===== src/rtl/core/rcps_pkg.sv =====
`default_nettype none

package rcps_pkg;

    // Receive byte cap and the widths that follow from it
    localparam int MAX_RX_BYTES = 18;
    localparam int RX_W         = $clog2(MAX_RX_BYTES + 1);
    localparam int ID_BYTES     = 5;

    // Result buffer holds the longest burst one item can cause
    localparam int RES_DEPTH    = 5;
    localparam int RES_W        = $clog2(RES_DEPTH + 1);
    localparam int RES_IDX_W    = $clog2(RES_DEPTH);

    // Configuration register indexes
    localparam int CFG_INDEX_W  = 4;
    localparam int CFG_DATA_W   = 20;
    localparam logic [CFG_INDEX_W-1:0] CFG_POLL_LIMIT   = 4'd0;
    localparam logic [CFG_INDEX_W-1:0] CFG_REQUEST_CODE = 4'd1;
    localparam logic [19:0] POLL_LIMIT_RESET   = 20'd100000;
    localparam logic [7:0]  REQUEST_CODE_RESET = 8'h52;

    // Chip register addresses
    localparam logic [5:0] A_COMMAND    = 6'h01;
    localparam logic [5:0] A_IRQ_EN     = 6'h02;
    localparam logic [5:0] A_IRQ        = 6'h04;
    localparam logic [5:0] A_ERROR      = 6'h06;
    localparam logic [5:0] A_STATUS2    = 6'h08;
    localparam logic [5:0] A_FIFO_DATA  = 6'h09;
    localparam logic [5:0] A_FIFO_LEVEL = 6'h0A;
    localparam logic [5:0] A_CONTROL    = 6'h0C;
    localparam logic [5:0] A_FRAMING    = 6'h0D;
    localparam logic [5:0] A_COLL       = 6'h0E;
    localparam logic [5:0] A_TX_CONTROL = 6'h14;

    // Data values and masks
    localparam logic [7:0] CRYPTO_OFF_MASK = 8'hF7;
    localparam logic [7:0] IRQ_EN_ALL      = 8'hF7;
    localparam logic [7:0] LOW7_MASK       = 8'h7F;
    localparam logic [7:0] TOP_BIT         = 8'h80;
    localparam logic [7:0] TX_ANTENNA_ON   = 8'h03;
    localparam logic [7:0] FRAMING_7BIT    = 8'h07;
    localparam logic [7:0] FRAMING_8BIT    = 8'h00;
    localparam logic [7:0] CMD_IDLE        = 8'h00;
    localparam logic [7:0] CMD_TRANSCEIVE  = 8'h0C;
    localparam logic [7:0] ANTICOLL_SEL    = 8'h93;
    localparam logic [7:0] ANTICOLL_NVB    = 8'h20;
    localparam logic [7:0] IRQ_TIMER_MASK  = 8'h01;
    localparam logic [7:0] IRQ_DONE_MASK   = 8'h30;
    localparam logic [7:0] ERR_MASK        = 8'h1B;

    // Input command codes
    localparam logic CMD_START = 1'b0;
    localparam logic CMD_DATA  = 1'b1;

    typedef enum logic [1:0] {
        KIND_WRITE  = 2'd0,
        KIND_READ   = 2'd1,
        KIND_REPORT = 2'd2
    } kind_t;

    typedef enum logic [1:0] {
        XFER_OK    = 2'd0,
        XFER_TIMER = 2'd1,
        XFER_ERR   = 2'd2
    } xfer_t;

    typedef enum logic [3:0] {
        ST_IDLE,
        ST_ST2,
        ST_TXC,
        ST_COLL_CLR,
        ST_IRQ_CLR,
        ST_FIFO_FLUSH,
        ST_BF_SET,
        ST_POLL,
        ST_BF_CLR,
        ST_ERR,
        ST_LEVEL,
        ST_CTRL_BITS,
        ST_DATA,
        ST_CTRL_STOP,
        ST_COLL_SET
    } step_t;

    typedef struct packed {
        kind_t      kind;
        logic [5:0] addr;
        logic [7:0] data;
    } res_t;

    function automatic res_t wr_res(input logic [5:0] addr, input logic [7:0] data);
        res_t r;
        r.kind = KIND_WRITE;
        r.addr = addr;
        r.data = data;
        return r;
    endfunction

    function automatic res_t rd_res(input logic [5:0] addr);
        res_t r;
        r.kind = KIND_READ;
        r.addr = addr;
        r.data = 8'h00;
        return r;
    endfunction

    function automatic res_t report_res();
        res_t r;
        r.kind = KIND_REPORT;
        r.addr = 6'h00;
        r.data = 8'h00;
        return r;
    endfunction

endpackage

`default_nettype wire


===== src/rtl/core/rfid_card_poll_sequencer.sv =====
`default_nettype none

// Card poll sequencer: a start item (command 0) runs a request transceive and
// then an anticollision transceive on the reader chip, as a series of register
// writes and read requests on the m_ side; each read request is the last result
// of its item, and the next data item (command 1) carries the value read back.
// The poll closes with one report carrying card_valid and the little-endian
// card id. An accepted item yields one to five results, one per cycle while m_ready
// is high, from a five-entry result buffer loaded in the accept cycle; the next
// item is taken in the cycle the previous item's last result transfers. Starts
// while busy and data while idle are dropped without results. Configuration is
// written on the cfg_ port, which is always ready.
module rfid_card_poll_sequencer (
    input  wire logic                               aclk,
    input  wire logic                               aresetn,
    input  wire logic                               s_valid,
    output logic                                    s_ready,
    input  wire logic                               s_command,
    input  wire logic [7:0]                         s_read_data,
    output logic                                    m_valid,
    input  wire logic                               m_ready,
    output logic [1:0]                              m_kind,
    output logic [5:0]                              m_reg_addr,
    output logic [7:0]                              m_write_data,
    output logic                                    m_card_valid,
    output logic [31:0]                             m_card_id,
    output logic                                    m_last,
    input  wire logic                               cfg_valid,
    output logic                                    cfg_ready,
    input  wire logic [rcps_pkg::CFG_INDEX_W-1:0]   cfg_index,
    input  wire logic [rcps_pkg::CFG_DATA_W-1:0]    cfg_data
);

    localparam int RX_W = rcps_pkg::RX_W;

    // Configuration registers
    logic [19:0] poll_limit_reg;
    logic [7:0]  request_code_reg;

    // Sequencer state
    rcps_pkg::step_t step_reg, step_next;
    logic            anti_reg, anti_next;
    logic [19:0]     poll_count_reg, poll_count_next;
    logic [7:0]      last_irq_reg, last_irq_next;
    logic [RX_W-1:0] rx_total_reg, rx_total_next;
    logic [RX_W-1:0] rx_index_reg, rx_index_next;
    logic [7:0]      rx_bytes_reg [rcps_pkg::ID_BYTES];
    logic [7:0]      rx_bytes_next [rcps_pkg::ID_BYTES];
    rcps_pkg::xfer_t xfer_status_reg, xfer_status_next;

    // Result buffer
    rcps_pkg::res_t                  res_buf_reg [rcps_pkg::RES_DEPTH];
    logic [rcps_pkg::RES_W-1:0]      res_cnt_reg;
    logic [rcps_pkg::RES_IDX_W-1:0]  res_rd_reg;
    logic                            rep_valid_reg;
    logic [31:0]                     rep_id_reg;

    rcps_pkg::res_t                  new_res [rcps_pkg::RES_DEPTH];
    logic [rcps_pkg::RES_W-1:0]      new_cnt;
    logic                            rep_ok;
    logic [31:0]                     rep_id;

    logic            s_fire, m_fire, act;
    logic [7:0]      d;
    logic [19:0]     poll_dec;
    logic [7:0]      chk;
    logic [RX_W-1:0] rx_index_inc;
    rcps_pkg::res_t  head;

    assign d            = s_read_data;
    assign poll_dec     = poll_count_reg - 20'd1;
    assign rx_index_inc = rx_index_reg + RX_W'(1);
    assign s_fire       = s_valid && s_ready;
    assign m_fire       = m_valid && m_ready;

    // Take an item only when its command fits the current step
    assign act = (step_reg == rcps_pkg::ST_IDLE) ? (s_command == rcps_pkg::CMD_START)
                                                 : (s_command == rcps_pkg::CMD_DATA);

    // Check byte and id from the captured anticollision bytes
    assign chk    = rx_bytes_reg[0] ^ rx_bytes_reg[1] ^ rx_bytes_reg[2] ^ rx_bytes_reg[3];
    assign rep_ok = (xfer_status_reg == rcps_pkg::XFER_OK) && (chk == rx_bytes_reg[4]);
    assign rep_id = {rx_bytes_reg[3], rx_bytes_reg[2], rx_bytes_reg[1], rx_bytes_reg[0]};

    // Next state of the sequencer
    always_comb begin
        step_next        = step_reg;
        anti_next        = anti_reg;
        poll_count_next  = poll_count_reg;
        last_irq_next    = last_irq_reg;
        rx_total_next    = rx_total_reg;
        rx_index_next    = rx_index_reg;
        rx_bytes_next    = rx_bytes_reg;
        xfer_status_next = xfer_status_reg;
        unique case (step_reg)
            rcps_pkg::ST_IDLE: begin
                anti_next        = 1'b0;
                xfer_status_next = rcps_pkg::XFER_OK;
                step_next        = rcps_pkg::ST_ST2;
            end
            rcps_pkg::ST_ST2: begin
                step_next = anti_reg ? rcps_pkg::ST_COLL_CLR : rcps_pkg::ST_TXC;
            end
            rcps_pkg::ST_TXC:        step_next = rcps_pkg::ST_IRQ_CLR;
            rcps_pkg::ST_COLL_CLR:   step_next = rcps_pkg::ST_IRQ_CLR;
            rcps_pkg::ST_IRQ_CLR:    step_next = rcps_pkg::ST_FIFO_FLUSH;
            rcps_pkg::ST_FIFO_FLUSH: step_next = rcps_pkg::ST_BF_SET;
            rcps_pkg::ST_BF_SET: begin
                poll_count_next = poll_limit_reg;
                step_next       = rcps_pkg::ST_POLL;
            end
            rcps_pkg::ST_POLL: begin
                last_irq_next   = d;
                poll_count_next = poll_dec;
                if (poll_dec != 20'd0 && (d & rcps_pkg::IRQ_TIMER_MASK) == 8'h00
                        && (d & rcps_pkg::IRQ_DONE_MASK) == 8'h00) begin
                    step_next = rcps_pkg::ST_POLL;
                end else begin
                    step_next = rcps_pkg::ST_BF_CLR;
                end
            end
            rcps_pkg::ST_BF_CLR: begin
                if (poll_count_reg != 20'd0) begin
                    step_next = rcps_pkg::ST_ERR;
                end else begin
                    xfer_status_next = rcps_pkg::XFER_ERR;
                    step_next        = rcps_pkg::ST_CTRL_STOP;
                end
            end
            rcps_pkg::ST_ERR: begin
                if ((d & rcps_pkg::ERR_MASK) != 8'h00) begin
                    xfer_status_next = rcps_pkg::XFER_ERR;
                    step_next        = rcps_pkg::ST_CTRL_STOP;
                end else begin
                    xfer_status_next = ((last_irq_reg & rcps_pkg::IRQ_TIMER_MASK) != 8'h00)
                                       ? rcps_pkg::XFER_TIMER : rcps_pkg::XFER_OK;
                    for (int i = 0; i < rcps_pkg::ID_BYTES; i++) begin
                        rx_bytes_next[i] = 8'h00;
                    end
                    step_next = rcps_pkg::ST_LEVEL;
                end
            end
            rcps_pkg::ST_LEVEL: begin
                // Clamp the FIFO level to at least one and at most the cap
                if (d == 8'h00) begin
                    rx_total_next = RX_W'(1);
                end else if (d > 8'(rcps_pkg::MAX_RX_BYTES)) begin
                    rx_total_next = RX_W'(rcps_pkg::MAX_RX_BYTES);
                end else begin
                    rx_total_next = RX_W'(d);
                end
                rx_index_next = '0;
                step_next     = rcps_pkg::ST_CTRL_BITS;
            end
            rcps_pkg::ST_CTRL_BITS:  step_next = rcps_pkg::ST_DATA;
            rcps_pkg::ST_DATA: begin
                // Keep only the first bytes that make up id and check byte
                for (int i = 0; i < rcps_pkg::ID_BYTES; i++) begin
                    if (rx_index_reg == RX_W'(i)) begin
                        rx_bytes_next[i] = d;
                    end
                end
                rx_index_next = rx_index_inc;
                step_next = (rx_index_inc < rx_total_reg) ? rcps_pkg::ST_DATA
                                                          : rcps_pkg::ST_CTRL_STOP;
            end
            rcps_pkg::ST_CTRL_STOP: begin
                if (!anti_reg) begin
                    anti_next = 1'b1;
                    step_next = rcps_pkg::ST_ST2;
                end else begin
                    step_next = rcps_pkg::ST_COLL_SET;
                end
            end
            rcps_pkg::ST_COLL_SET: begin
                anti_next = 1'b0;
                step_next = rcps_pkg::ST_IDLE;
            end
            default: step_next = rcps_pkg::ST_IDLE;
        endcase
    end

    // Results caused by the current item
    always_comb begin
        for (int i = 0; i < rcps_pkg::RES_DEPTH; i++) begin
            new_res[i] = rcps_pkg::wr_res(6'h00, 8'h00);
        end
        new_cnt = '0;
        unique case (step_reg)
            rcps_pkg::ST_IDLE: begin
                new_res[0] = rcps_pkg::rd_res(rcps_pkg::A_STATUS2);
                new_cnt    = 3'd1;
            end
            rcps_pkg::ST_ST2: begin
                new_res[0] = rcps_pkg::wr_res(rcps_pkg::A_STATUS2,
                                              d & rcps_pkg::CRYPTO_OFF_MASK);
                if (!anti_reg) begin
                    new_res[1] = rcps_pkg::wr_res(rcps_pkg::A_FRAMING, rcps_pkg::FRAMING_7BIT);
                    new_res[2] = rcps_pkg::rd_res(rcps_pkg::A_TX_CONTROL);
                end else begin
                    new_res[1] = rcps_pkg::wr_res(rcps_pkg::A_FRAMING, rcps_pkg::FRAMING_8BIT);
                    new_res[2] = rcps_pkg::rd_res(rcps_pkg::A_COLL);
                end
                new_cnt = 3'd3;
            end
            rcps_pkg::ST_TXC: begin
                new_res[0] = rcps_pkg::wr_res(rcps_pkg::A_TX_CONTROL,
                                              d | rcps_pkg::TX_ANTENNA_ON);
                new_res[1] = rcps_pkg::wr_res(rcps_pkg::A_IRQ_EN, rcps_pkg::IRQ_EN_ALL);
                new_res[2] = rcps_pkg::rd_res(rcps_pkg::A_IRQ);
                new_cnt    = 3'd3;
            end
            rcps_pkg::ST_COLL_CLR: begin
                new_res[0] = rcps_pkg::wr_res(rcps_pkg::A_COLL, d & rcps_pkg::LOW7_MASK);
                new_res[1] = rcps_pkg::wr_res(rcps_pkg::A_IRQ_EN, rcps_pkg::IRQ_EN_ALL);
                new_res[2] = rcps_pkg::rd_res(rcps_pkg::A_IRQ);
                new_cnt    = 3'd3;
            end
            rcps_pkg::ST_IRQ_CLR: begin
                new_res[0] = rcps_pkg::wr_res(rcps_pkg::A_IRQ, d & rcps_pkg::LOW7_MASK);
                new_res[1] = rcps_pkg::wr_res(rcps_pkg::A_COMMAND, rcps_pkg::CMD_IDLE);
                new_res[2] = rcps_pkg::rd_res(rcps_pkg::A_FIFO_LEVEL);
                new_cnt    = 3'd3;
            end
            rcps_pkg::ST_FIFO_FLUSH: begin
                new_res[0] = rcps_pkg::wr_res(rcps_pkg::A_FIFO_LEVEL, d | rcps_pkg::TOP_BIT);
                if (anti_reg) begin
                    new_res[1] = rcps_pkg::wr_res(rcps_pkg::A_FIFO_DATA, rcps_pkg::ANTICOLL_SEL);
                    new_res[2] = rcps_pkg::wr_res(rcps_pkg::A_FIFO_DATA, rcps_pkg::ANTICOLL_NVB);
                    new_res[3] = rcps_pkg::wr_res(rcps_pkg::A_COMMAND,
                                                  rcps_pkg::CMD_TRANSCEIVE);
                    new_res[4] = rcps_pkg::rd_res(rcps_pkg::A_FRAMING);
                    new_cnt    = 3'd5;
                end else begin
                    new_res[1] = rcps_pkg::wr_res(rcps_pkg::A_FIFO_DATA, request_code_reg);
                    new_res[2] = rcps_pkg::wr_res(rcps_pkg::A_COMMAND,
                                                  rcps_pkg::CMD_TRANSCEIVE);
                    new_res[3] = rcps_pkg::rd_res(rcps_pkg::A_FRAMING);
                    new_cnt    = 3'd4;
                end
            end
            rcps_pkg::ST_BF_SET: begin
                new_res[0] = rcps_pkg::wr_res(rcps_pkg::A_FRAMING, d | rcps_pkg::TOP_BIT);
                new_res[1] = rcps_pkg::rd_res(rcps_pkg::A_IRQ);
                new_cnt    = 3'd2;
            end
            rcps_pkg::ST_POLL: begin
                new_res[0] = (step_next == rcps_pkg::ST_POLL)
                             ? rcps_pkg::rd_res(rcps_pkg::A_IRQ)
                             : rcps_pkg::rd_res(rcps_pkg::A_FRAMING);
                new_cnt    = 3'd1;
            end
            rcps_pkg::ST_BF_CLR: begin
                new_res[0] = rcps_pkg::wr_res(rcps_pkg::A_FRAMING, d & rcps_pkg::LOW7_MASK);
                new_res[1] = (poll_count_reg != 20'd0) ? rcps_pkg::rd_res(rcps_pkg::A_ERROR)
                                                       : rcps_pkg::rd_res(rcps_pkg::A_CONTROL);
                new_cnt    = 3'd2;
            end
            rcps_pkg::ST_ERR: begin
                new_res[0] = ((d & rcps_pkg::ERR_MASK) != 8'h00)
                             ? rcps_pkg::rd_res(rcps_pkg::A_CONTROL)
                             : rcps_pkg::rd_res(rcps_pkg::A_FIFO_LEVEL);
                new_cnt    = 3'd1;
            end
            rcps_pkg::ST_LEVEL: begin
                new_res[0] = rcps_pkg::rd_res(rcps_pkg::A_CONTROL);
                new_cnt    = 3'd1;
            end
            rcps_pkg::ST_CTRL_BITS: begin
                new_res[0] = rcps_pkg::rd_res(rcps_pkg::A_FIFO_DATA);
                new_cnt    = 3'd1;
            end
            rcps_pkg::ST_DATA: begin
                new_res[0] = (rx_index_inc < rx_total_reg)
                             ? rcps_pkg::rd_res(rcps_pkg::A_FIFO_DATA)
                             : rcps_pkg::rd_res(rcps_pkg::A_CONTROL);
                new_cnt    = 3'd1;
            end
            rcps_pkg::ST_CTRL_STOP: begin
                new_res[0] = rcps_pkg::wr_res(rcps_pkg::A_CONTROL, d | rcps_pkg::TOP_BIT);
                new_res[1] = rcps_pkg::wr_res(rcps_pkg::A_COMMAND, rcps_pkg::CMD_IDLE);
                new_res[2] = anti_reg ? rcps_pkg::rd_res(rcps_pkg::A_COLL)
                                      : rcps_pkg::rd_res(rcps_pkg::A_STATUS2);
                new_cnt    = 3'd3;
            end
            rcps_pkg::ST_COLL_SET: begin
                new_res[0] = rcps_pkg::wr_res(rcps_pkg::A_COLL, d | rcps_pkg::TOP_BIT);
                new_res[1] = rcps_pkg::report_res();
                new_cnt    = 3'd2;
            end
            default: new_cnt = '0;
        endcase
    end

    // Accept configuration at any time
    assign cfg_ready = 1'b1;

    always_ff @(posedge aclk) begin
        if (!aresetn) begin
            poll_limit_reg   <= rcps_pkg::POLL_LIMIT_RESET;
            request_code_reg <= rcps_pkg::REQUEST_CODE_RESET;
        end else if (cfg_valid && cfg_ready) begin
            if (cfg_index == rcps_pkg::CFG_POLL_LIMIT) begin
                poll_limit_reg <= cfg_data[19:0];
            end else if (cfg_index == rcps_pkg::CFG_REQUEST_CODE) begin
                request_code_reg <= cfg_data[7:0];
            end
        end
    end

    // Advance sequencer state on a matching input transfer
    always_ff @(posedge aclk) begin
        if (!aresetn) begin
            step_reg        <= rcps_pkg::ST_IDLE;
            anti_reg        <= 1'b0;
            poll_count_reg  <= '0;
            last_irq_reg    <= '0;
            rx_total_reg    <= '0;
            rx_index_reg    <= '0;
            xfer_status_reg <= rcps_pkg::XFER_OK;
            for (int i = 0; i < rcps_pkg::ID_BYTES; i++) begin
                rx_bytes_reg[i] <= 8'h00;
            end
        end else if (s_fire && act) begin
            step_reg        <= step_next;
            anti_reg        <= anti_next;
            poll_count_reg  <= poll_count_next;
            last_irq_reg    <= last_irq_next;
            rx_total_reg    <= rx_total_next;
            rx_index_reg    <= rx_index_next;
            xfer_status_reg <= xfer_status_next;
            rx_bytes_reg    <= rx_bytes_next;
        end
    end

    // Result buffer control: reload on a new item, else drain one per transfer
    always_ff @(posedge aclk) begin
        if (!aresetn) begin
            res_cnt_reg <= '0;
            res_rd_reg  <= '0;
        end else if (s_fire && act) begin
            res_cnt_reg <= new_cnt;
            res_rd_reg  <= '0;
        end else if (m_fire) begin
            if (m_last) begin
                res_cnt_reg <= '0;
                res_rd_reg  <= '0;
            end else begin
                res_rd_reg <= res_rd_reg + rcps_pkg::RES_IDX_W'(1);
            end
        end
    end

    // Load result payload; no reset needed
    always_ff @(posedge aclk) begin
        if (s_fire && act) begin
            res_buf_reg   <= new_res;
            rep_valid_reg <= rep_ok;
            rep_id_reg    <= rep_ok ? rep_id : 32'h0;
        end
    end

    // Drive the result channel from the buffer head
    assign head         = res_buf_reg[res_rd_reg];
    assign m_valid      = (res_cnt_reg != '0);
    assign m_last       = (rcps_pkg::RES_W'(res_rd_reg) == res_cnt_reg - rcps_pkg::RES_W'(1));
    assign m_kind       = head.kind;
    assign m_reg_addr   = head.addr;
    assign m_write_data = head.data;
    assign m_card_valid = (head.kind == rcps_pkg::KIND_REPORT) ? rep_valid_reg : 1'b0;
    assign m_card_id    = (head.kind == rcps_pkg::KIND_REPORT) ? rep_id_reg : 32'h0;

    // Take the next item once the buffer empties or its last result leaves
    assign s_ready = (res_cnt_reg == '0) || (m_fire && m_last);

endmodule

`default_nettype wire


===== config.mk =====
export PLATFORM = sky130hd
export DESIGN_NAME = rfid_card_poll_sequencer
export DESIGN_NICKNAME = d
export VERILOG_FILES = /design/src/rtl/core/rcps_pkg.sv /design/src/rtl/core/rfid_card_poll_sequencer.sv
export SDC_FILE = /design/constraint.sdc
export NUM_CORES = 1
export LEC_CHECK = 0
export BUFFER_PORTS_ARGS = -buffer_cell sky130_fd_sc_hd__clkbuf_2
export CAP_MARGIN = 20
export CORE_ASPECT_RATIO = 1.4
export CORE_UTILIZATION = 45
export CTS_CLUSTER_DIAMETER = 100
export CTS_CLUSTER_SIZE = 25
export DETAILED_ROUTE_END_ITERATION = 8
export GPL_TIMING_DRIVEN = 0
export PLACE_DENSITY = 0.63
export SLEW_MARGIN = 5
export SYNTH_ARGS = -nofsm -noshare
export SYNTH_HDL_FRONTEND = slang
export SYNTH_SLANG_ARGS = --single-unit

===== constraint.sdc =====
create_clock -name aclk -period 12.54 [get_ports aclk]
set_input_delay 1.881 -clock aclk [delete_from_list [all_inputs] [get_ports aclk]]
set_output_delay 1.881 -clock aclk [all_outputs]
set_load 0.03 [all_outputs]

==> results.md, run 1 <==
* Status: complete, no violations
* Row count at 63
* Hold Crit Class: flip-flop to flip-flop
* Register area at 4404 sq um
* Remaining global-route overflow at 0
* Gp weighted congestion at 0.9397
* Reg2reg setup slack at 9.27 ns
* CTS Buf Count at 17
* H-Tree Depth at 4
* Clock slew at reported path FFs at 0.07 ns
* Final setup fails at 0
* Die extent in y at 175.4 um
* # DRC at 0
* GR Util met1 at 28.69%
* Final wirelength at 27.07 mm
* Post-synth ARST share at 0%
* Synthesized area at 9667 sq um
* Maximum vdd drop at 0.09133 mV
* Final ANT Viol Nets at 0
* Clock tree buffer depth at 2
* Hold Violations, Final at 0
* Max reg flops at 64
* Port Buffers at 87
* Data arrival time of the worst path at 3.35 ns
* Share of cells above drive strength 1 at 13.76%
* Measured slew at the worst slew-check pin at 0.9518 ns
* CTS Sinks at 184
* # Post-CTS Setup Buffers at 0
* Setup Crit Path Kind: flip-flop to primary output
* # diodes at 0
* HPWL Detailed at 20.42 mm
* Max FO, Critical Path at 10
* Die W at 125.9 um
* Critical Path Sink Type: primary output
* Post-cts resize count at 0
* Clock root buffer: clkbuf_16
* Hold-fix buffer count after cts at 0
* Max Clk Rate at 0.1911 GHz
* Total negative slack at 0 ns
* Via/cell ratio at 5.589
* Synth Warn # at 0
* Clock Skew at 0.008730 ns
* Avg Inst Size Synth at 9.154 sq um
* Tcrit/Tclk final at 41.73%
* First-pass GRT wire length at 42.32 mm
* #FFs+latches synth at 184
* Vias in the first global route at 7748
* Initial Utilization at 45.76%
* Min Tclk post-route at 5.232 ns
* First-pass iteration count of the detailed router at 5
* Commonest non-fill, non-tap cell in the layout: nand2_1
* Starting DRT DRC Count at 541
* Initial antenna violation count at 0
* Max_cap viols at 0
* Met2 Usage GRT at 46.81%
* Normalized max-slew margin at 36.06%
* Filler instances at 2050
* Most used routing layer: met2
* Multi-input logic area at 4873 sq um
* Top_reg_cell synth: dfxtp_1
* Max-slew violation total from the final report at 0
* Sequential element share of the synthesized area at 45.56%
* Largest net degree at the start of global routing at 37
* Commonest non-fill, non-tap cells in the layout: nand2_1 (148), dfxtp_1 (112), clkbuf_2 (87)
* Clk_lat worst skew at 0.45 ns
* Final net count at 1215
* Grt met3 use at 4.112%
* Final worst slack at 7.308 ns
* Worst Setup Start Kind: flip-flop
* Pre-CTS setup slack at 7.597 ns
* Power per cell area at 160.8 nW/um^2
* RSZ-0062 raised after global routing: false
* Static Leak at 0.004159 uW
* Post-synth EDFFs at 72
* Global-route usage over all layers at 25.34%
* TritonCTS clock tree: built
* DR WL/cell at 18.84 um
* WP data required at 10.66 ns
* I/O Pins at 91
* Syn nets at 1107
* Die Area at 22080 sq um
* Synthesis-to-layout area growth at 14.35%
* Final design utilization at 52.33%
* Core area at 21130 sq um
* Via count at 8031
* Gate Count Post-Synth at 1056
* Distinct cell type count after synthesis at 79
[Yosys cell counts, drive strengths merged (9+ instances only)]
| cell | n | area (sq um) |
|---|---|---|
| nand2b | 9 | 56.30 |
| nand2 | 148 | 555.5 |
| nand3 | 43 | 215.2 |
| ha | 13 | 162.7 |
| a31oi | 14 | 87.58 |
| buf | 17 | 85.07 |
| a21boi | 18 | 135.1 |
| nor2b | 15 | 101.3 |
| clkbuf | 57 | 214.0 |
| xnor2 | 29 | 254.0 |
| nor2 | 76 | 290.3 |
| inv | 23 | 86.33 |
| nor4 | 10 | 98.84 |
| o21ai | 64 | 327.8 |
| a21oi | 50 | 306.6 |
| o31ai | 9 | 67.56 |
| edfxtp | 72 | 2162 |
| dfxtp | 112 | 2242 |
| and2 | 79 | 494.2 |
| mux2i | 59 | 590.6 |
| nor3 | 27 | 145.1 |
| xor2 | 11 | 96.34 |
[cells by family (layout without fill, tap and decap cells)]
logic type / count (synthesis) / in the layout / share of synthesized area, %
multiplexers: 65 / 65 / 7.274
AO/OA/AOI/OAI: 210 / 210 / 14.47
adder cells (fa/ha/maj): 13 / 13 / 1.683
buffers and inverters: 98 / 219 / 4.025
flip-flops: 184 / 184 / 45.56
AND/OR/NAND/NOR: 443 / 443 / 23.04
XOR/XNOR: 41 / 41 / 3.870
other: 2 / 2 / 0.07769
[final timing paths]
check,startpoint,end,depth (start not counted)
max,res_rd_reg[0],m_card_id[27],8
min,last_irq_reg[0],xfer_status_reg[0],2
min reg2reg,last_irq_reg[0],xfer_status_reg[0],2
max reg2reg,res_cnt_reg[0],res_buf_reg[49],9
[layer usage]
layer,vias up,part of all wire (%)
li1,3931,-
met1,3796,41
met2,246,52
met3,58,4.2
met4,0,3.2
met5,-,0
[area by class of cell]
cell class,count,share of cell area (%)
buffer,74,2.716
timing repair buffer,89,4.301
inverter,24,0.8149
clock inverter,13,1.188
tap,260,2.943
clock buffer,19,4.109
sequential,184,39.84
multi-input combinational,774,44.09
[stage by stage]
step,power [uW],cell area [sq um],hold slack [ns],cells
floorplan,1092,9667,0.4354,1056
global placement,1243,10430,0.4530,1403
detailed placement,1249,10470,0.4560,1405
CTS,1788,11050,0.4655,1437
global route,1854,11050,0.4829,1437
finish,1777,11050,0.4641,1437
[report_power, final]
| group | switching, uW | leakage [uW] | internal, uW |
|---|---|---|---|
| clock | 250 | 0.000288 | 291 |
| combinational | 329 | 0.00228 | 140 |
| sequential | 28.5 | 0.00159 | 738 |
| total | 608 | 0.00416 | 1170 |
[critical path, cell delays in order (launching register included)]
cell and delay, ns:
dfxtp_1 0.44, buf_1 0.50, nor2_1 0.11, nand3_1 0.15, o21ai_0 0.20, nor3_1 0.83, clkbuf_1 0.31, and2_1 0.17
clkbuf_2 0.20
Power figures use the tool's default switching activity.
==> inputs of run 2 (changes only) <==
--- a/config.mk
+++ b/config.mk
@@ -5,6 +5,7 @@
 export SDC_FILE = /design/constraint.sdc
 export NUM_CORES = 1
 export LEC_CHECK = 0
+export ABC_AREA = 1
 export BUFFER_PORTS_ARGS = -buffer_cell sky130_fd_sc_hd__clkbuf_2
 export CAP_MARGIN = 20
 export CORE_ASPECT_RATIO = 1.4
@@ -13,7 +14,7 @@
 export CTS_CLUSTER_SIZE = 25
 export DETAILED_ROUTE_END_ITERATION = 8
 export GPL_TIMING_DRIVEN = 0
-export PLACE_DENSITY = 0.63
+export PLACE_DENSITY = 0.66
 export SLEW_MARGIN = 5
 export SYNTH_ARGS = -nofsm -noshare
 export SYNTH_HDL_FRONTEND = slang
==> constraint.sdc (replaced) <==
create_clock -name aclk -period 4.66 [get_ports aclk]
set_input_delay 0.699 -clock aclk [delete_from_list [all_inputs] [get_ports aclk]]
set_output_delay 0.699 -clock aclk [all_outputs]
set_load 0.03 [all_outputs]
==> results.md, run 2 <==
* Data arrival time of the worst path at 2.65 ns
* Synthesis-to-layout area growth at 14.34%
* Largest net degree at the start of global routing at 79
* CTS Buf Count at 17
* Setup Crit Path Kind: flip-flop to primary output
* Core area at 21130 sq um
* # diodes at 0
* RSZ-0062 raised after global routing: false
* Yosys top cell area share at 23.24%
* Power per cell area at 340.7 nW/um^2
* Normalized max-slew margin at 35.37%
* Die Area at 22040 sq um
* CTS Sinks at 184
* Clock slew at reported path FFs at 0.07 ns
* Initial Utilization at 45.68%
* Commonest non-fill, non-tap cell in the layout: nor2_1
* Static Leak at 0.004845 uW
* Synth Warn # at 0
* Measured slew at the worst slew-check pin at 0.9694 ns
* Gp weighted congestion at 0.9383
* Commonest non-fill, non-tap cells in the layout: nor2_1 (217), nand2_1 (212), inv_1 (171)
* Final ANT Viol Nets at 0
* H-Tree Depth at 4
* First-pass GRT wire length at 39.30 mm
* Initial antenna violation count at 0
* Worst Setup Start Kind: flip-flop
* TritonCTS clock tree: built
* Clk_lat worst skew at 0.45 ns
* Final setup fails at 0
* Pre-CTS setup slack at 1.530 ns
* First-pass iteration count of the detailed router at 6
* Port Buffers at 88
* Final wirelength at 24.79 mm
* Post-DP Area at 10420 sq um
* I/O Pins at 91
* Final net count at 1378
* Global-route usage over all layers at 23.26%
* Synthesized area at 9649 sq um
* Starting DRT DRC Count at 533
* Share of cells above drive strength 1 at 16.12%
* Most frequent cell after synthesis: nor2_1
* Dpl cells at 1568
* Tcrit/Tclk final at 71.82%
* Post-synth EDFFs at 72
* Row count at 63
* Die extent in y at 175.3 um
* Status: complete, no violations
* WP data required at 3.96 ns
* Distinct cell type count after synthesis at 54
* Clock Skew at 0.01395 ns
* Hold Violations, Final at 0
* Total power at 3759 uW
* Post-cts resize count at 0
* Gate Count Post-Synth at 1220
* Via count at 8270
* Top_reg_cell synth: dfxtp_1
* Max reg flops at 64
* # Post-CTS Setup Buffers at 0
* Top cells by area, synth: dfxtp_1 (23%), edfxtp_1 (22%), nor2_1 (8.4%)
* Avg Inst Size Synth at 7.909 sq um
* Max FO, Critical Path at 10
* DR WL/cell at 15.49 um
* Die W at 125.8 um
* # DRC at 0
* Design area at 11030 sq um
* Largest area contributor in the netlist: dfxtp_1
* Min Tclk post-route at 3.347 ns
* Max_cap viols at 0
* HPWL Detailed at 18.88 mm
* Post-synth ARST share at 0%
* #FFs+latches synth at 184
* Clock root buffer: clkbuf_16
* Clock tree buffer depth at 2
* Remaining global-route overflow at 0
* Sequential element share of the synthesized area at 45.64%
* Commonest cells in the netlist: nor2_1 (217), nand2_1 (212), inv_1 (171)
* Max Clk Rate at 0.2988 GHz
* Hold Crit Class: flip-flop to flip-flop
* Syn nets at 1271
* Hold-fix buffer count after cts at 0
* Via/cell ratio at 5.169
* Vias in the first global route at 7791
* Critical Path Sink Type: primary output
* Max-slew violation total from the final report at 0
* Final worst slack at 1.313 ns
* Total negative slack at 0 ns
* Maximum vdd drop at 0.2716 mV
* Finished Layout Cells at 1600
[run 2: changes by cell type in the layout (fill, tap and decap cells not counted), sizes merged, moves of 11 or more]
cell,change
inv,+156
nor2,+152
and2,-79
nand2,+73
mux2i,-59
a211oi,+41
clkbuf,-32
a21boi,-18
nor2b,-15
o21ai,+13
nor3,+12
xnor2,-11
[run 2: per-stage QoR]
step                      hold slack, ns  util [%]
final                             0.4519     52.23
after global routing              0.4547     52.23
after CTS                         0.4488     52.23
after detailed placement          0.4416     49.30
after global placement            0.4376     49.30
after floorplan                   0.4236         -
[run 2: report_power, final]
part | internal [uW] | total (uW) | switching [uW]
Sequential | 1780 | 1810 | 28.9
Combinational | 114 | 437 | 323
Clock | 850 | 1510 | 662
[run 2: worst paths after layout]
path	start	endpoint	slack, ns	depth (start not counted)
worst max-delay path	res_rd_reg[1]	m_card_id[7]	1.31	9
worst min-delay path	request_code_reg[4]	request_code_reg[4]	0.45	2
worst max register to register	res_cnt_reg[0]	step_reg[3]	1.54	13
worst min register to register	request_code_reg[4]	request_code_reg[4]	0.45	2
[run 2: final cells by class]
type	instances	area, sq um
Fill cell	2065	10090
Sequential cell	184	4404
Multi-Input combinational cell	807	4290
Inverter	183	690.7
Clock buffer	19	464.2
Timing Repair Buffer	88	440.4
Tap cell	260	325.3
Buffer	46	264.0
Clock inverter	13	153.9
[run 2: cells by family (layout without fill, tap and decap cells)]
| group | Yosys count | count (layout) | synth area share, % |
|---|---|---|---|
| AOI/OAI and AO/OA | 204 | 204 | 14.78 |
| xor gates and xnor gates | 34 | 34 | 3.086 |
| adders and majority gates | 13 | 13 | 1.686 |
| buffers and inverters | 229 | 349 | 9.894 |
| DFF | 184 | 184 | 45.64 |
| other | 2 | 2 | 0.07783 |
| and+or+nand+nor | 554 | 554 | 24.83 |
[run 2: per-layer routing]
metal / GRT usage (%) / up-vias / wire length (um)
li1: - / 4176 / -
met1: 26.33 / 3819 / 10150
met2: 43.13 / 230 / 13030
met3: 4.021 / 45 / 991
met4: 9.187 / 0 / 612
met5: 0 / - / 0
[run 2: worst max-delay path: stages (launching register included)]
cell	delay [ns]
dfxtp_1	0.35
buf_6	0.14
inv_1	0.08
nor2_1	0.41
a221oi_1	0.16
or2_2	0.31
nand3_1	0.24
buf_2	0.27
nor2_1	0.06
clkbuf_2	0.18
==> inputs of run 3 (changes only) <==
--- a/config.mk
+++ b/config.mk
@@ -14,7 +14,7 @@
 export CTS_CLUSTER_SIZE = 25
 export DETAILED_ROUTE_END_ITERATION = 8
 export GPL_TIMING_DRIVEN = 0
-export PLACE_DENSITY = 0.66
+export PLACE_DENSITY = 0.63
 export SLEW_MARGIN = 5
 export SYNTH_ARGS = -nofsm -noshare
 export SYNTH_HDL_FRONTEND = slang
==> constraint.sdc (replaced) <==
create_clock -name aclk -period 3.4 [get_ports aclk]
set_input_delay 0.51 -clock aclk [delete_from_list [all_inputs] [get_ports aclk]]
set_output_delay 0.51 -clock aclk [all_outputs]
set_load 0.03 [all_outputs]
==> results.md, run 3 (synthesis gave the netlist of run 2 again) <==
* Die Area at 22040 sq um
* Hold-fix buffer count after cts at 0
* Worst Setup Start Kind: flip-flop
* Crit path capture: m_card_id[4]
* CTS Sinks at 184
* DR WL/cell at 15.70 um
* Filler instances at 2104
* First-pass iteration count of the detailed router at 6
* Die W at 125.8 um
* # DRC at 0
* Status: complete, no violations
* M1 WL at 10.08 mm
* Measured slew at the worst slew-check pin at 0.8424 ns
* Register area at 4404 sq um
* Normalized max-slew margin at 43.84%
* Tcrit/Tclk final at 90.35%
* Commonest non-fill, non-tap cells in the layout: nor2_1 (216), nand2_1 (212), inv_1 (171)
* Top Metal Used: met4
* Via count at 8160
* Internal Power at 3629 uW
* Part of the power in registers at 49.8%
* Min Tclk post-route at 3.072 ns
* Post-DP Area at 10420 sq um
* Total negative slack at 0 ns
* Critical Path Sink Type: primary output
* Core area at 21130 sq um
* R2R Path Start: res_cnt_reg[0]
* Design area at 10970 sq um
* Final setup fails at 0
* Max FO, Critical Path at 10
* Share of cells above drive strength 1 at 15.97%
* Max_cap viols at 0
* Worst Reg-to-Reg Cells at 13
* Via/cell ratio at 5.100
* Post-cts resize count at 0
* CTS Buf Count at 17
* Hold Violations, Final at 0
* Reg2Reg Capture Point: step_reg[1]
* TritonCTS clock tree: built
* Clock Skew at 0.01229 ns
* Hold Crit Class: primary input to flip-flop
* Switch share at 27.13%
* Max-slew violation total from the final report at 0
* Crit path launch: res_rd_reg[0]
* First-pass GRT wire length at 39.55 mm
* H-Tree Depth at 4
* Static Leak at 0.004809 uW
* Power share of the clock group at 38.1%
* Setup Crit Path Kind: flip-flop to primary output
* Port Buffers at 88
* # Post-CTS Setup Buffers at 0
* Data arrival time of the worst path at 2.56 ns
* Vias in the first global route at 7649
* Final ANT Viol Nets at 0
* # diodes at 0
* Global-route usage over all layers at 23.62%
* Initial Utilization at 45.68%
* Starting DRT DRC Count at 575
* Clk_lat worst skew at 0.45 ns
* Clock tree buffer depth at 2
* HPWL Detailed at 19.16 mm
* Met2 WL at 13.18 mm
* Max reg flops at 64
* Power per cell area at 454.1 nW/um^2
* Commonest non-fill, non-tap cell in the layout: nor2_1
* Synthesis-to-layout area growth at 13.67%
* Metal3 WL at 1.139 mm
* I/O Pins at 91
* Multi-input logic area at 4293 sq um
* Die extent in y at 175.3 um
* Maximum vdd drop at 0.3407 mV
* WP data required at 2.89 ns
* Row count at 63
* Clock root buffer: clkbuf_16
* Clock slew at reported path FFs at 0.06 ns
* Gp weighted congestion at 0.9159
* Remaining global-route overflow at 0
* Largest net degree at the start of global routing at 79
* Gate power share at 12.1%
* P_sw at 1351 uW
* Final net count at 1378
* RSZ-0062 raised after global routing: false
* Final wirelength at 25.12 mm
* Reg2reg setup slack at 0.52 ns
* Initial antenna violation count at 0
* Max Clk Rate at 0.3255 GHz
[run 3: critical path: stages (launching register included)]
cell and delay (ns):
dfxtp_1 0.31, buf_4 0.16, nor2_1 0.47, nand3_1 0.30, nand3_1 0.36, buf_2 0.27
nor2_1 0.06, clkbuf_2 0.18
[run 3: final cells by class]
cell class	instances	share of cell area, %
Clock inverter	10	0.8556
Multi-Input combinational cell	807	39.14
Sequential cell	184	40.16
Inverter	183	6.320
Timing Repair Buffer	88	4.016
Clock buffer	22	4.141
Tap cell	260	2.966
Buffer	46	2.407
[run 3: metrics by stage]
stage	utilization, %	setup WS [ns]	cells	total power (uW)	hold slack, ns
floorplan	-	0.6851	1220	2932	0.4236
global route	51.92	0.04259	1600	5157	0.2812
detailed placement	49.30	0.2877	1568	3132	0.4401
global placement	49.30	0.3053	1568	3129	0.4359
finish	51.92	0.3280	1600	4981	0.2682
CTS	51.90	0.1568	1600	5002	0.2563
[run 3: worst min-delay path by stage]
stage | from | endpoint | slack, ns | depth (start not counted)
2_1_floorplan | request_code_reg[4] | request_code_reg[4] | 0.42 | 2
3_3_place_gp | request_code_reg[1] | request_code_reg[1] | 0.44 | 2
3_5_place_dp | request_code_reg[4] | request_code_reg[4] | 0.44 | 2
4_1_cts | cfg_data[10] | poll_limit_reg[10] | 0.26 | 3
5_1_grt | cfg_data[10] | poll_limit_reg[10] | 0.28 | 3
6_report | cfg_data[10] | poll_limit_reg[10] | 0.27 | 3
[run 3: metal layers]
layer | up-vias | global-route usage, %
met5 | - | 0
met4 | 0 | 9.739
met3 | 39 | 4.203
met2 | 214 | 43.84
met1 | 3727 | 26.45
li1 | 4180 | -
[run 3: power groups by stage]
stage	sequential, uW	combinational (uW)	clock (uW)
4_1_cts	2480	603	1920
5_1_grt	2490	658	2010
6_report	2480	601	1900
2_1_floorplan	2510	418	0
3_3_place_gp	2530	599	0
3_5_place_dp	2530	601	0
